$ cat src/rtl/zph_pkg.sv
// Package for the Zobrist position hash unit: item types, codes and constants.
// Depends on nothing; the datapath, controller, top level and testbench take names from here.
`timescale 1ns / 1ps

package zph_pkg;

   localparam int SQUARE_COUNT_DEF = 64;
   localparam int PIECE_TYPES      = 7;
   localparam int CASTLE_KEYS      = 16;

   localparam logic [63:0] SEED_TWICE = 64'h3c6ef372fe94f82a;
   localparam logic [63:0] MIX_MUL_A  = 64'hbf58476d1ce4e5b9;
   localparam logic [63:0] MIX_MUL_B  = 64'h94d049bb133111eb;
   localparam int SHIFT_PRE  = 30;
   localparam int SHIFT_MID  = 27;
   localparam int SHIFT_POST = 31;

   typedef enum logic [1:0] {
      FUNC_PIECE  = 2'd0,
      FUNC_CASTLE = 2'd1,
      FUNC_EP     = 2'd2,
      FUNC_SIDE   = 2'd3
   } func_type;

   typedef struct packed {
      logic [1:0] func;
      logic [2:0] piece_type;
      logic       piece_color;
      logic [5:0] square;
      logic [3:0] castle_mask;
      logic       present;
      logic       last;
   } item_type;

   typedef enum logic [2:0] {
      DP_HOLD,
      DP_LOAD,
      DP_MUL_LO,
      DP_MUL_HI_A,
      DP_MUL_HI_B,
      DP_FOLD
   } op_type;

   typedef struct packed {
      op_type op;
      logic   round;
      logic   commit;
   } cmd_type;

   typedef struct packed {
      logic last;
      logic rsp_busy;
   } status_type;

   typedef enum logic [2:0] {
      ST_IDLE,
      ST_MUL_LO,
      ST_MUL_HI_A,
      ST_MUL_HI_B,
      ST_FOLD
   } state_type;

endpackage

$ cat src/rtl/zph_if.sv
// Handshake channels of the Zobrist position hash unit: term input and hash result.
// Depends on nothing; payload widths follow the fields of one item.
`timescale 1ns / 1ps

interface zph_req_if;
   logic       valid;
   logic       ready;
   logic [1:0] func;
   logic [2:0] piece_type;
   logic       piece_color;
   logic [5:0] square;
   logic [3:0] castle_mask;
   logic       present;
   logic       last;

   modport source (output valid, func, piece_type, piece_color, square, castle_mask,
                   present, last, input ready);
   modport sink (input valid, func, piece_type, piece_color, square, castle_mask,
                 present, last, output ready);
endinterface

interface zph_rsp_if;
   logic        valid;
   logic        ready;
   logic [63:0] hash;

   modport source (output valid, hash, input ready);
   modport sink (input valid, hash, output ready);
endinterface

$ cat src/rtl/zph_dp.sv
// Datapath of the Zobrist position hash unit: key index, splitmix64 mixer on one
// shared 32x32 multiplier, hash accumulator and result register. Uses zph_pkg.
`timescale 1ns / 1ps

module zph_dp #(
   parameter int SQUARE_COUNT = zph_pkg::SQUARE_COUNT_DEF
) (
   input  logic               clock,
   input  logic               reset,
   input  zph_pkg::cmd_type    cmd,
   input  zph_pkg::item_type   item,
   input  logic               rsp_ready,
   output zph_pkg::status_type status,
   output logic               rsp_valid,
   output logic [63:0]        rsp_hash
);

   localparam int CASTLE_BASE = 2 * zph_pkg::PIECE_TYPES * SQUARE_COUNT;
   localparam int EP_BASE     = CASTLE_BASE + zph_pkg::CASTLE_KEYS;
   localparam int SIDE_INDEX  = EP_BASE + SQUARE_COUNT;
   localparam int IDX_W       = $clog2(SIDE_INDEX + 1);

   logic [63:0] x_ff, x_in;
   logic [63:0] y_ff, y_in;
   logic [63:0] prod_ff;
   logic [63:0] acc_ff, acc_in;
   logic [63:0] hash_ff, hash_in;
   logic        valid_ff, valid_in;
   logic        contrib_ff, contrib_in;
   logic        last_ff, last_in;

   logic [IDX_W-1:0] sq_ext;
   logic             sq_ok;
   logic             type_ok;
   logic [IDX_W-1:0] key_idx;
   logic [63:0]      seed_sum;
   logic [63:0]      mul_const;
   logic [31:0]      mul_a;
   logic [31:0]      mul_b;
   logic [63:0]      mul_out;
   logic [63:0]      folded;
   logic [63:0]      key;
   logic [63:0]      acc_next;

   always_comb begin
      sq_ext  = IDX_W'(item.square);
      sq_ok   = sq_ext < IDX_W'(SQUARE_COUNT);
      type_ok = item.piece_type < 3'(zph_pkg::PIECE_TYPES);
      unique case (zph_pkg::func_type'(item.func))
         zph_pkg::FUNC_PIECE: begin
            key_idx    = IDX_W'({item.piece_type, item.piece_color}) * IDX_W'(SQUARE_COUNT)
                         + sq_ext;
            contrib_in = item.present && type_ok && sq_ok;
         end
         zph_pkg::FUNC_CASTLE: begin
            key_idx    = IDX_W'(CASTLE_BASE) + IDX_W'(item.castle_mask);
            contrib_in = 1'b1;
         end
         zph_pkg::FUNC_EP: begin
            key_idx    = IDX_W'(EP_BASE) + sq_ext;
            contrib_in = item.present && sq_ok;
         end
         zph_pkg::FUNC_SIDE: begin
            key_idx    = IDX_W'(SIDE_INDEX);
            contrib_in = item.present;
         end
         default: begin
            key_idx    = '0;
            contrib_in = 1'b0;
         end
      endcase
      seed_sum = zph_pkg::SEED_TWICE + 64'(key_idx);
   end

   always_comb begin
      mul_const = cmd.round ? zph_pkg::MIX_MUL_B : zph_pkg::MIX_MUL_A;
      mul_a     = (cmd.op == zph_pkg::DP_MUL_HI_A) ? x_ff[63:32] : x_ff[31:0];
      mul_b     = (cmd.op == zph_pkg::DP_MUL_HI_B) ? mul_const[63:32] : mul_const[31:0];
      mul_out   = 64'(mul_a) * 64'(mul_b);
      folded    = {y_ff[63:32] + prod_ff[31:0], y_ff[31:0]};
      key       = folded ^ (folded >> zph_pkg::SHIFT_POST);
      acc_next  = acc_ff ^ (contrib_ff ? key : 64'd0);
   end

   always_comb begin
      x_in     = x_ff;
      y_in     = y_ff;
      acc_in   = acc_ff;
      hash_in  = hash_ff;
      last_in  = last_ff;
      valid_in = valid_ff && !rsp_ready;
      unique case (cmd.op)
         zph_pkg::DP_HOLD: begin
         end
         zph_pkg::DP_LOAD: begin
            x_in    = seed_sum ^ (seed_sum >> zph_pkg::SHIFT_PRE);
            last_in = item.last;
         end
         zph_pkg::DP_MUL_LO: begin
         end
         zph_pkg::DP_MUL_HI_A: begin
            y_in = prod_ff;
         end
         zph_pkg::DP_MUL_HI_B: begin
            y_in = {y_ff[63:32] + prod_ff[31:0], y_ff[31:0]};
         end
         zph_pkg::DP_FOLD: begin
            if (!cmd.round) begin
               x_in = folded ^ (folded >> zph_pkg::SHIFT_MID);
            end else if (cmd.commit) begin
               if (last_ff) begin
                  hash_in  = acc_next;
                  valid_in = 1'b1;
                  acc_in   = '0;
               end else begin
                  acc_in = acc_next;
               end
            end
         end
         default: begin
         end
      endcase
   end

   always_ff @(posedge clock) begin
      x_ff    <= x_in;
      y_ff    <= y_in;
      hash_ff <= hash_in;
      last_ff <= last_in;
      if (cmd.op != zph_pkg::DP_FOLD) begin
         prod_ff <= mul_out;
      end
      if (cmd.op == zph_pkg::DP_LOAD) begin
         contrib_ff <= contrib_in;
      end
      if (reset) begin
         acc_ff   <= '0;
         valid_ff <= 1'b0;
      end else begin
         acc_ff   <= acc_in;
         valid_ff <= valid_in;
      end
   end

   assign status.last     = last_ff;
   assign status.rsp_busy = valid_ff && !rsp_ready;
   assign rsp_valid       = valid_ff;
   assign rsp_hash        = hash_ff;

endmodule

$ cat src/rtl/zph_ctrl.sv
// Controller of the Zobrist position hash unit: sequences the two multiply rounds
// of the key mixer and the accumulate step. Uses zph_pkg.
`timescale 1ns / 1ps

module zph_ctrl (
   input  logic               clock,
   input  logic               reset,
   input  logic               req_valid,
   input  zph_pkg::status_type status,
   output logic               req_ready,
   output zph_pkg::cmd_type    cmd
);

   zph_pkg::state_type state_ff, state_in;
   logic               round_ff, round_in;

   always_ff @(posedge clock) begin
      if (reset) begin
         state_ff <= zph_pkg::ST_IDLE;
         round_ff <= 1'b0;
      end else begin
         state_ff <= state_in;
         round_ff <= round_in;
      end
   end

   always_comb begin
      state_in   = state_ff;
      round_in   = round_ff;
      req_ready  = 1'b0;
      cmd.op     = zph_pkg::DP_HOLD;
      cmd.round  = round_ff;
      cmd.commit = 1'b0;
      unique case (state_ff)
         zph_pkg::ST_IDLE: begin
            req_ready = 1'b1;
            if (req_valid) begin
               cmd.op   = zph_pkg::DP_LOAD;
               round_in = 1'b0;
               state_in = zph_pkg::ST_MUL_LO;
            end
         end
         zph_pkg::ST_MUL_LO: begin
            cmd.op   = zph_pkg::DP_MUL_LO;
            state_in = zph_pkg::ST_MUL_HI_A;
         end
         zph_pkg::ST_MUL_HI_A: begin
            cmd.op   = zph_pkg::DP_MUL_HI_A;
            state_in = zph_pkg::ST_MUL_HI_B;
         end
         zph_pkg::ST_MUL_HI_B: begin
            cmd.op   = zph_pkg::DP_MUL_HI_B;
            state_in = zph_pkg::ST_FOLD;
         end
         zph_pkg::ST_FOLD: begin
            cmd.op = zph_pkg::DP_FOLD;
            if (!round_ff) begin
               round_in = 1'b1;
               state_in = zph_pkg::ST_MUL_LO;
            end else if (!(status.last && status.rsp_busy)) begin
               cmd.commit = 1'b1;
               state_in   = zph_pkg::ST_IDLE;
            end
         end
         default: begin
            state_in = zph_pkg::ST_IDLE;
         end
      endcase
   end

endmodule

$ cat src/rtl/zobrist_position_hash_unit.sv
// Top level of the Zobrist position hash unit: joins controller and datapath.
// Depends on zph_pkg, zph_if.sv, zph_ctrl and zph_dp.
//
//   Channel   Direction   Payload                                         Handshake
//   req_ch    in          func piece_type piece_color square              valid/ready
//                         castle_mask present last
//   rsp_ch    out         hash (64 bits)                                  valid/ready
//
// A term is taken in, then passes through two mixer rounds of steps MUL_LO, MUL_HI_A,
// MUL_HI_B and FOLD, each round a 64-bit multiply from three products of one shared 32x32 multiplier.
// Synchronous active-high reset clears the accumulator, the controller and the result valid.
// The hash of a position waits in an output register; the next term is taken meanwhile.
// A last term whose hash is ready while the previous one still waits holds the controller.
`timescale 1ns / 1ps

module zobrist_position_hash_unit #(
   parameter int SQUARE_COUNT = zph_pkg::SQUARE_COUNT_DEF
) (
   input logic        clock,
   input logic        reset,
   zph_req_if.sink    req_ch,
   zph_rsp_if.source  rsp_ch
);

   zph_pkg::cmd_type    cmd;
   zph_pkg::status_type status;
   zph_pkg::item_type   item;

   assign item.func        = req_ch.func;
   assign item.piece_type  = req_ch.piece_type;
   assign item.piece_color = req_ch.piece_color;
   assign item.square      = req_ch.square;
   assign item.castle_mask = req_ch.castle_mask;
   assign item.present     = req_ch.present;
   assign item.last        = req_ch.last;

   zph_ctrl u_ctrl (
      .clock     (clock),
      .reset     (reset),
      .req_valid (req_ch.valid),
      .status    (status),
      .req_ready (req_ch.ready),
      .cmd       (cmd)
   );

   zph_dp #(
      .SQUARE_COUNT (SQUARE_COUNT)
   ) u_dp (
      .clock     (clock),
      .reset     (reset),
      .cmd       (cmd),
      .item      (item),
      .rsp_ready (rsp_ch.ready),
      .status    (status),
      .rsp_valid (rsp_ch.valid),
      .rsp_hash  (rsp_ch.hash)
   );

endmodule

$ cat src/flat_wrapper.sv
// flat-port wrapper written by rule: the top's interface ports become plain ports
module zobrist_position_hash_unit_flat 
#(
   parameter int SQUARE_COUNT = zph_pkg::SQUARE_COUNT_DEF
)
  (clock, reset, req_ch_valid, req_ch_func, req_ch_piece_type, req_ch_piece_color, req_ch_square, req_ch_castle_mask, req_ch_present, req_ch_last, req_ch_ready, rsp_ch_valid, rsp_ch_hash, rsp_ch_ready);
  zph_req_if req_ch_i ();
  zph_rsp_if rsp_ch_i ();
  input logic clock;
  input logic reset;
  input wire logic [$bits(req_ch_i.valid)-1:0] req_ch_valid;
  input wire logic [$bits(req_ch_i.func)-1:0] req_ch_func;
  input wire logic [$bits(req_ch_i.piece_type)-1:0] req_ch_piece_type;
  input wire logic [$bits(req_ch_i.piece_color)-1:0] req_ch_piece_color;
  input wire logic [$bits(req_ch_i.square)-1:0] req_ch_square;
  input wire logic [$bits(req_ch_i.castle_mask)-1:0] req_ch_castle_mask;
  input wire logic [$bits(req_ch_i.present)-1:0] req_ch_present;
  input wire logic [$bits(req_ch_i.last)-1:0] req_ch_last;
  output wire logic [$bits(req_ch_i.ready)-1:0] req_ch_ready;
  output wire logic [$bits(rsp_ch_i.valid)-1:0] rsp_ch_valid;
  output wire logic [$bits(rsp_ch_i.hash)-1:0] rsp_ch_hash;
  input wire logic [$bits(rsp_ch_i.ready)-1:0] rsp_ch_ready;
  assign req_ch_i.valid = req_ch_valid;
  assign req_ch_i.func = req_ch_func;
  assign req_ch_i.piece_type = req_ch_piece_type;
  assign req_ch_i.piece_color = req_ch_piece_color;
  assign req_ch_i.square = req_ch_square;
  assign req_ch_i.castle_mask = req_ch_castle_mask;
  assign req_ch_i.present = req_ch_present;
  assign req_ch_i.last = req_ch_last;
  assign req_ch_ready = req_ch_i.ready;
  assign rsp_ch_valid = rsp_ch_i.valid;
  assign rsp_ch_hash = rsp_ch_i.hash;
  assign rsp_ch_i.ready = rsp_ch_ready;
  zobrist_position_hash_unit #(.SQUARE_COUNT(SQUARE_COUNT)) u_core (.clock(clock), .reset(reset), .req_ch(req_ch_i), .rsp_ch(rsp_ch_i));
endmodule
$ cat config.mk
export PLATFORM = sky130hd
export DESIGN_NAME = zobrist_position_hash_unit_flat
export DESIGN_NICKNAME = d
export VERILOG_FILES = /design/src/rtl/zph_pkg.sv /design/src/rtl/zph_if.sv /design/src/rtl/zph_dp.sv /design/src/rtl/zph_ctrl.sv /design/src/rtl/zobrist_position_hash_unit.sv /design/src/flat_wrapper.sv
export SDC_FILE = /design/constraint.sdc
export NUM_CORES = 2
export LEC_CHECK = 0
export BUFFER_PORTS_ARGS = -buffer_cell sky130_fd_sc_hd__buf_2
export CAP_MARGIN = 30
export CORE_AREA = 2 2 339 341
export DETAILED_ROUTE_END_ITERATION = 16
export DIE_AREA = 0 0 341 343
export SYNTH_ARGS = -nofsm -noshare
export SYNTH_HDL_FRONTEND = slang
export SYNTH_SLANG_ARGS = --single-unit
$ cat constraint.sdc
create_clock -name clock -period 10.12 [get_ports clock]
set_clock_uncertainty 0.15 [all_clocks]
set_input_delay 2.53 -clock clock [delete_from_list [all_inputs] [get_ports clock]]
set_output_delay 2.53 -clock clock [all_outputs]
set_load 0.01 [all_outputs]
==> impl_results.html <==
<table>
<tr><th>Metric</th><th>Value</th></tr>
<tr><th colspan="2">Finish</th></tr>
<tr><td># nets final</td><td>5755</td></tr>
<tr><td>Final Instance Area</td><td>0.0486 mm2</td></tr>
<tr><td>Fraction of final layout cells with drive strength greater than 1</td><td>6.96%</td></tr>
<tr><td>Area occupied by multi-input gates</td><td>0.0315 mm2</td></tr>
<tr><td>Layout Area Growth over Synthesis</td><td>8.12%</td></tr>
<tr><td>Antenna diodes</td><td>0</td></tr>
<tr><td>Filler cell count</td><td>11.0k</td></tr>
<tr><td>Area taken by flip-flops and latches</td><td>0.00913 mm2</td></tr>
<tr><th colspan="2">Clock network</th></tr>
<tr><td>Post-cts hold buffer count</td><td>0</td></tr>
<tr><td>Clk_lat worst skew</td><td>0.60 ns</td></tr>
<tr><td>Number of CTS-inserted buffers</td><td>29</td></tr>
<tr><td>Clk Tree Root Cell</td><td>sky130_fd_sc_hd__clkbuf_16</td></tr>
<tr><td>H-Tree Depth</td><td>1</td></tr>
<tr><td>Clock buffer depth</td><td>3</td></tr>
<tr><td>Clk sink count</td><td>327</td></tr>
<tr><td>CTS tree</td><td>built</td></tr>
<tr><td>Clock slew at reported path FFs</td><td>0.07 ns</td></tr>
<tr><th colspan="2">Floorplan</th></tr>
<tr><td>Io pins</td><td>88</td></tr>
<tr><td>Die boundary width</td><td>341 um</td></tr>
<tr><td>Std-Cell Rows</td><td>124</td></tr>
<tr><td>Initial Utilization</td><td>39.7%</td></tr>
<tr><td>Area of the core</td><td>0.113 mm2</td></tr>
<tr><td>Vertical extent of the die</td><td>343 um</td></tr>
<tr><td>Die Footprint</td><td>0.117 mm2</td></tr>
<tr><th colspan="2">Worst setup path</th></tr>
<tr><td>Delay of the slowest cell on the worst path</td><td>0.60 ns</td></tr>
<tr><td>Critical path start-end classification</td><td>reg2reg</td></tr>
<tr><td>Worst Path Max Fanout</td><td>12</td></tr>
<tr><td>Slowest stage cell on the critical path</td><td>sky130_fd_sc_hd__fa_1</td></tr>
<tr><td>Critical path required time</td><td>10.31 ns</td></tr>
<tr><td>Most repeated library cell on the critical path</td><td>sky130_fd_sc_hd__fa_1</td></tr>
<tr><td>Category of the worst setup path launch point</td><td>register</td></tr>
<tr><td>Setup crit end kind</td><td>register</td></tr>
<tr><td>Arr. time, crit path</td><td>9.97 ns</td></tr>
<tr><th colspan="2">Synthesis</th></tr>
<tr><td>Area fraction of the dominant cell type after synthesis</td><td>35.5%</td></tr>
<tr><td>Gate count of the mapped netlist</td><td>4476</td></tr>
<tr><td>Number of distinct library cells after synthesis</td><td>79</td></tr>
<tr><td>Post-synth EDFFs</td><td>258</td></tr>
<tr><td>Netlist area before placement</td><td>0.0450 mm2</td></tr>
<tr><td>Synth Register Bits</td><td>327</td></tr>
<tr><td>Number of nets in the synthesized netlist</td><td>5685</td></tr>
<tr><td>Synthesis Warnings</td><td>0</td></tr>
<tr><td>Top cell type by total area after synthesis</td><td>sky130_fd_sc_hd__fa_1</td></tr>
<tr><td>Most instantiated flip-flop cell in the synthesis netlist</td><td>sky130_fd_sc_hd__edfxtp_1</td></tr>
<tr><td>Mean instance size in the synthesized netlist</td><td>10.1 um2</td></tr>
<tr><td>Register area share after synthesis</td><td>20.3%</td></tr>
<tr><td>Top post-synthesis cells by area</td><td>sky130_fd_sc_hd__fa_1 36%, sky130_fd_sc_hd__edfxtp_1 17%, sky130_fd_sc_hd__ha_1 11%</td></tr>
<tr><td>Most common cell in the netlist</td><td>sky130_fd_sc_hd__inv_1</td></tr>
<tr><td>Share of synthesized registers carrying an async set or reset</td><td>0%</td></tr>
<tr><td>Leading cell types by count after synthesis</td><td>1020 x sky130_fd_sc_hd__inv_1, 798 x sky130_fd_sc_hd__fa_1, 389 x sky130_fd_sc_hd__ha_1</td></tr>
<tr><th colspan="2">Min path</th></tr>
<tr><td>Type of the worst min-delay path</td><td>reg2reg</td></tr>
<tr><th colspan="2">Timing</th></tr>
<tr><td>Total negative setup slack</td><td>0 ns</td></tr>
<tr><td>Worst rel slew slack</td><td>33.2%</td></tr>
<tr><td>Total count of max-transition violations in the final report</td><td>0</td></tr>
<tr><td>Fin crit period</td><td>9.79 ns</td></tr>
<tr><td>Number of endpoints failing setup at the final stage</td><td>0</td></tr>
<tr><td>Peak clock frequency supported by timing</td><td>102 MHz</td></tr>
<tr><td>Part of the cycle the worst path needs</td><td>96.7%</td></tr>
<tr><td>Number of hold violations in the final report</td><td>0</td></tr>
<tr><td>Worst hold slack</td><td>0.288 ns</td></tr>
<tr><td>Worst-margin pin slew</td><td>0.995 ns</td></tr>
<tr><td>RSZ-0062 raised after global routing</td><td>no</td></tr>
<tr><th colspan="2">Detailed routing</th></tr>
<tr><td>Iteration-0 DRC count of the detailed router</td><td>2681</td></tr>
<tr><td>Count of vias placed by the detailed router</td><td>31.3k</td></tr>
<tr><td>Final routed DRC violation total</td><td>0</td></tr>
<tr><td>Number of vias per cell</td><td>5.15</td></tr>
<tr><td>Average wire per cell in the routed design</td><td>22.8 um</td></tr>
<tr><td>Post-DRT Antenna Nets</td><td>0</td></tr>
<tr><td>Final Routed Wirelength</td><td>139 mm</td></tr>
<tr><td>Total iterations of the first detailed-routing run</td><td>6</td></tr>
<tr><th colspan="2">Place</th></tr>
<tr><td>Placer Congestion</td><td>0.980</td></tr>
<tr><td>Post-DP HPWL</td><td>119 mm</td></tr>
<tr><td>Post-Place Cell Area</td><td>0.0476 mm2</td></tr>
<tr><td>Total of buffers placed on input and output ports</td><td>87</td></tr>
<tr><th colspan="2">Global route</th></tr>
<tr><td>Pin count of the biggest net entering global routing</td><td>76</td></tr>
<tr><td>First-pass GRT wire length</td><td>208 mm</td></tr>
<tr><td>Gr ovfl total</td><td>0</td></tr>
<tr><td>Number of antenna violations at the first check in global routing</td><td>0</td></tr>
<tr><td>Number of global-route vias before repair</td><td>32.3k</td></tr>
<tr><td>Overall routing resource usage</td><td>23.9%</td></tr>
<tr><th colspan="2">Flow run</th></tr>
<tr><td>Max-capacitance violation count</td><td>0</td></tr>
<tr><th colspan="2">Status</th></tr>
<tr><td>Outcome</td><td>completed</td></tr>
</table>
path summary, 6_finish.rpt:
kind                        startpoint                 endpoint  slack, ns  cells after the start
min reg2reg     u_core.u_dp.acc_ff[31]   u_core.u_dp.acc_ff[31]       0.29                      1
min             u_core.u_dp.acc_ff[31]   u_core.u_dp.acc_ff[31]       0.29                      1
max reg2reg  u_core.u_ctrl.state_ff[1]  u_core.u_dp.prod_ff[52]       0.33                     28
max          u_core.u_ctrl.state_ff[1]  u_core.u_dp.prod_ff[52]       0.33                     28
state kept, by name (all words and copies together), names as in the netlist:
register,count
u_core.u_dp.last_ff,1
u_core.u_dp.rsp_valid,1
u_core.u_dp.rsp_hash,64
u_core.u_ctrl.state_ff,3
u_core.u_dp.x_ff,64
u_core.u_dp.y_ff,64
u_core.u_ctrl.round_ff,1
u_core.u_dp.contrib_ff,1
u_core.u_dp.acc_ff,64
u_core.u_dp.prod_ff,64
cells by family (layout without fill, tap and decap cells):
| group | count (synthesis) | after routing | synth area share [%] |
|---|---|---|---|
| adders and majority gates | 1187 | 1187 | 46.3 |
| buffers and inverters | 1176 | 1269 | 9.82 |
| and+or+nand+nor | 980 | 980 | 10.1 |
| AOI/OAI and AO/OA | 511 | 511 | 7.45 |
| DFF | 327 | 327 | 20.3 |
| xor gates and xnor gates | 253 | 253 | 5.00 |
| muxes | 42 | 42 | 1.03 |
through the flow:
| stage | util (%) | setup slack (ns) | std cells |
|---|---|---|---|
| final | 42.9 | 0.335 | 6081 |
| after global routing | 42.9 | 0.0194 | 6081 |
| after CTS | 42.8 | 0.264 | 6080 |
| after detailed placement | 42.0 | 0.310 | 6026 |
| after global placement | 41.9 | 0.236 | 6023 |
| after floorplan | - | 0.124 | 4476 |
metal layers:
metal	GRT usage (%)	part of all wire [%]	vias up
met5	0	0	-
met4	8.67	4.3	0
met3	2.53	5.9	208
met2	38.1	46	1017
met1	33.8	44	16100
li1	-	-	14000
cell usage in the layout, fill, tap and decap left out, types with 14 or more instances in the layout:
cell and count:
sky130_fd_sc_hd__inv_1 1016, sky130_fd_sc_hd__fa_1 798, sky130_fd_sc_hd__ha_1 388, sky130_fd_sc_hd__nand2_1 327, sky130_fd_sc_hd__nor2_1 292, sky130_fd_sc_hd__edfxtp_1 258, sky130_fd_sc_hd__xnor2_1 152, sky130_fd_sc_hd__a21oi_1 138
sky130_fd_sc_hd__nand2b_1 98, sky130_fd_sc_hd__xor2_1 98, sky130_fd_sc_hd__and2_1 95, sky130_fd_sc_hd__buf_4 94, sky130_fd_sc_hd__buf_2 88, sky130_fd_sc_hd__a21o_1 84, sky130_fd_sc_hd__o21ai_0 81, sky130_fd_sc_hd__dfxtp_1 69
sky130_fd_sc_hd__nor2b_1 34, sky130_fd_sc_hd__o21bai_1 32, sky130_fd_sc_hd__clkbuf_16 32, sky130_fd_sc_hd__nor3_1 28, sky130_fd_sc_hd__or2_2 26, sky130_fd_sc_hd__mux2_2 25, sky130_fd_sc_hd__a22oi_1 25, sky130_fd_sc_hd__nand3_1 22
sky130_fd_sc_hd__o31ai_1 20, sky130_fd_sc_hd__a31oi_1 19, sky130_fd_sc_hd__mux2i_1 14, sky130_fd_sc_hd__o21a_1 14, sky130_fd_sc_hd__o211ai_1 14, sky130_fd_sc_hd__nand4_1 14
area by class of cell:
type,instances,share of cell area (%)
tap,1512,3.89
clock inverter,10,0.206
inverter,1029,7.96
clock buffer,44,1.86
sequential,327,18.8
timing repair buffer,186,2.51
multi-input combinational,2973,64.8
critical path, delay by kind of cell, from the launching register on:
kind	cells	cell delay, ns
adders and majority gates	9	4.70
AOI/OAI and AO/OA	6	1.61
and+or+nand+nor	6	1.51
buffers and inverters	5	0.57
DFF	1	0.42
muxes	1	0.42
xor gates and xnor gates	1	0.14
repair_timing:
item                       CTS  global route
setup endpoints to repair    0             8
resized for setup            0             9
setup buffers                0             0
Power is not shown: default switching activity piles up to over one toggle a cycle in this logic, so the estimate is an artifact.
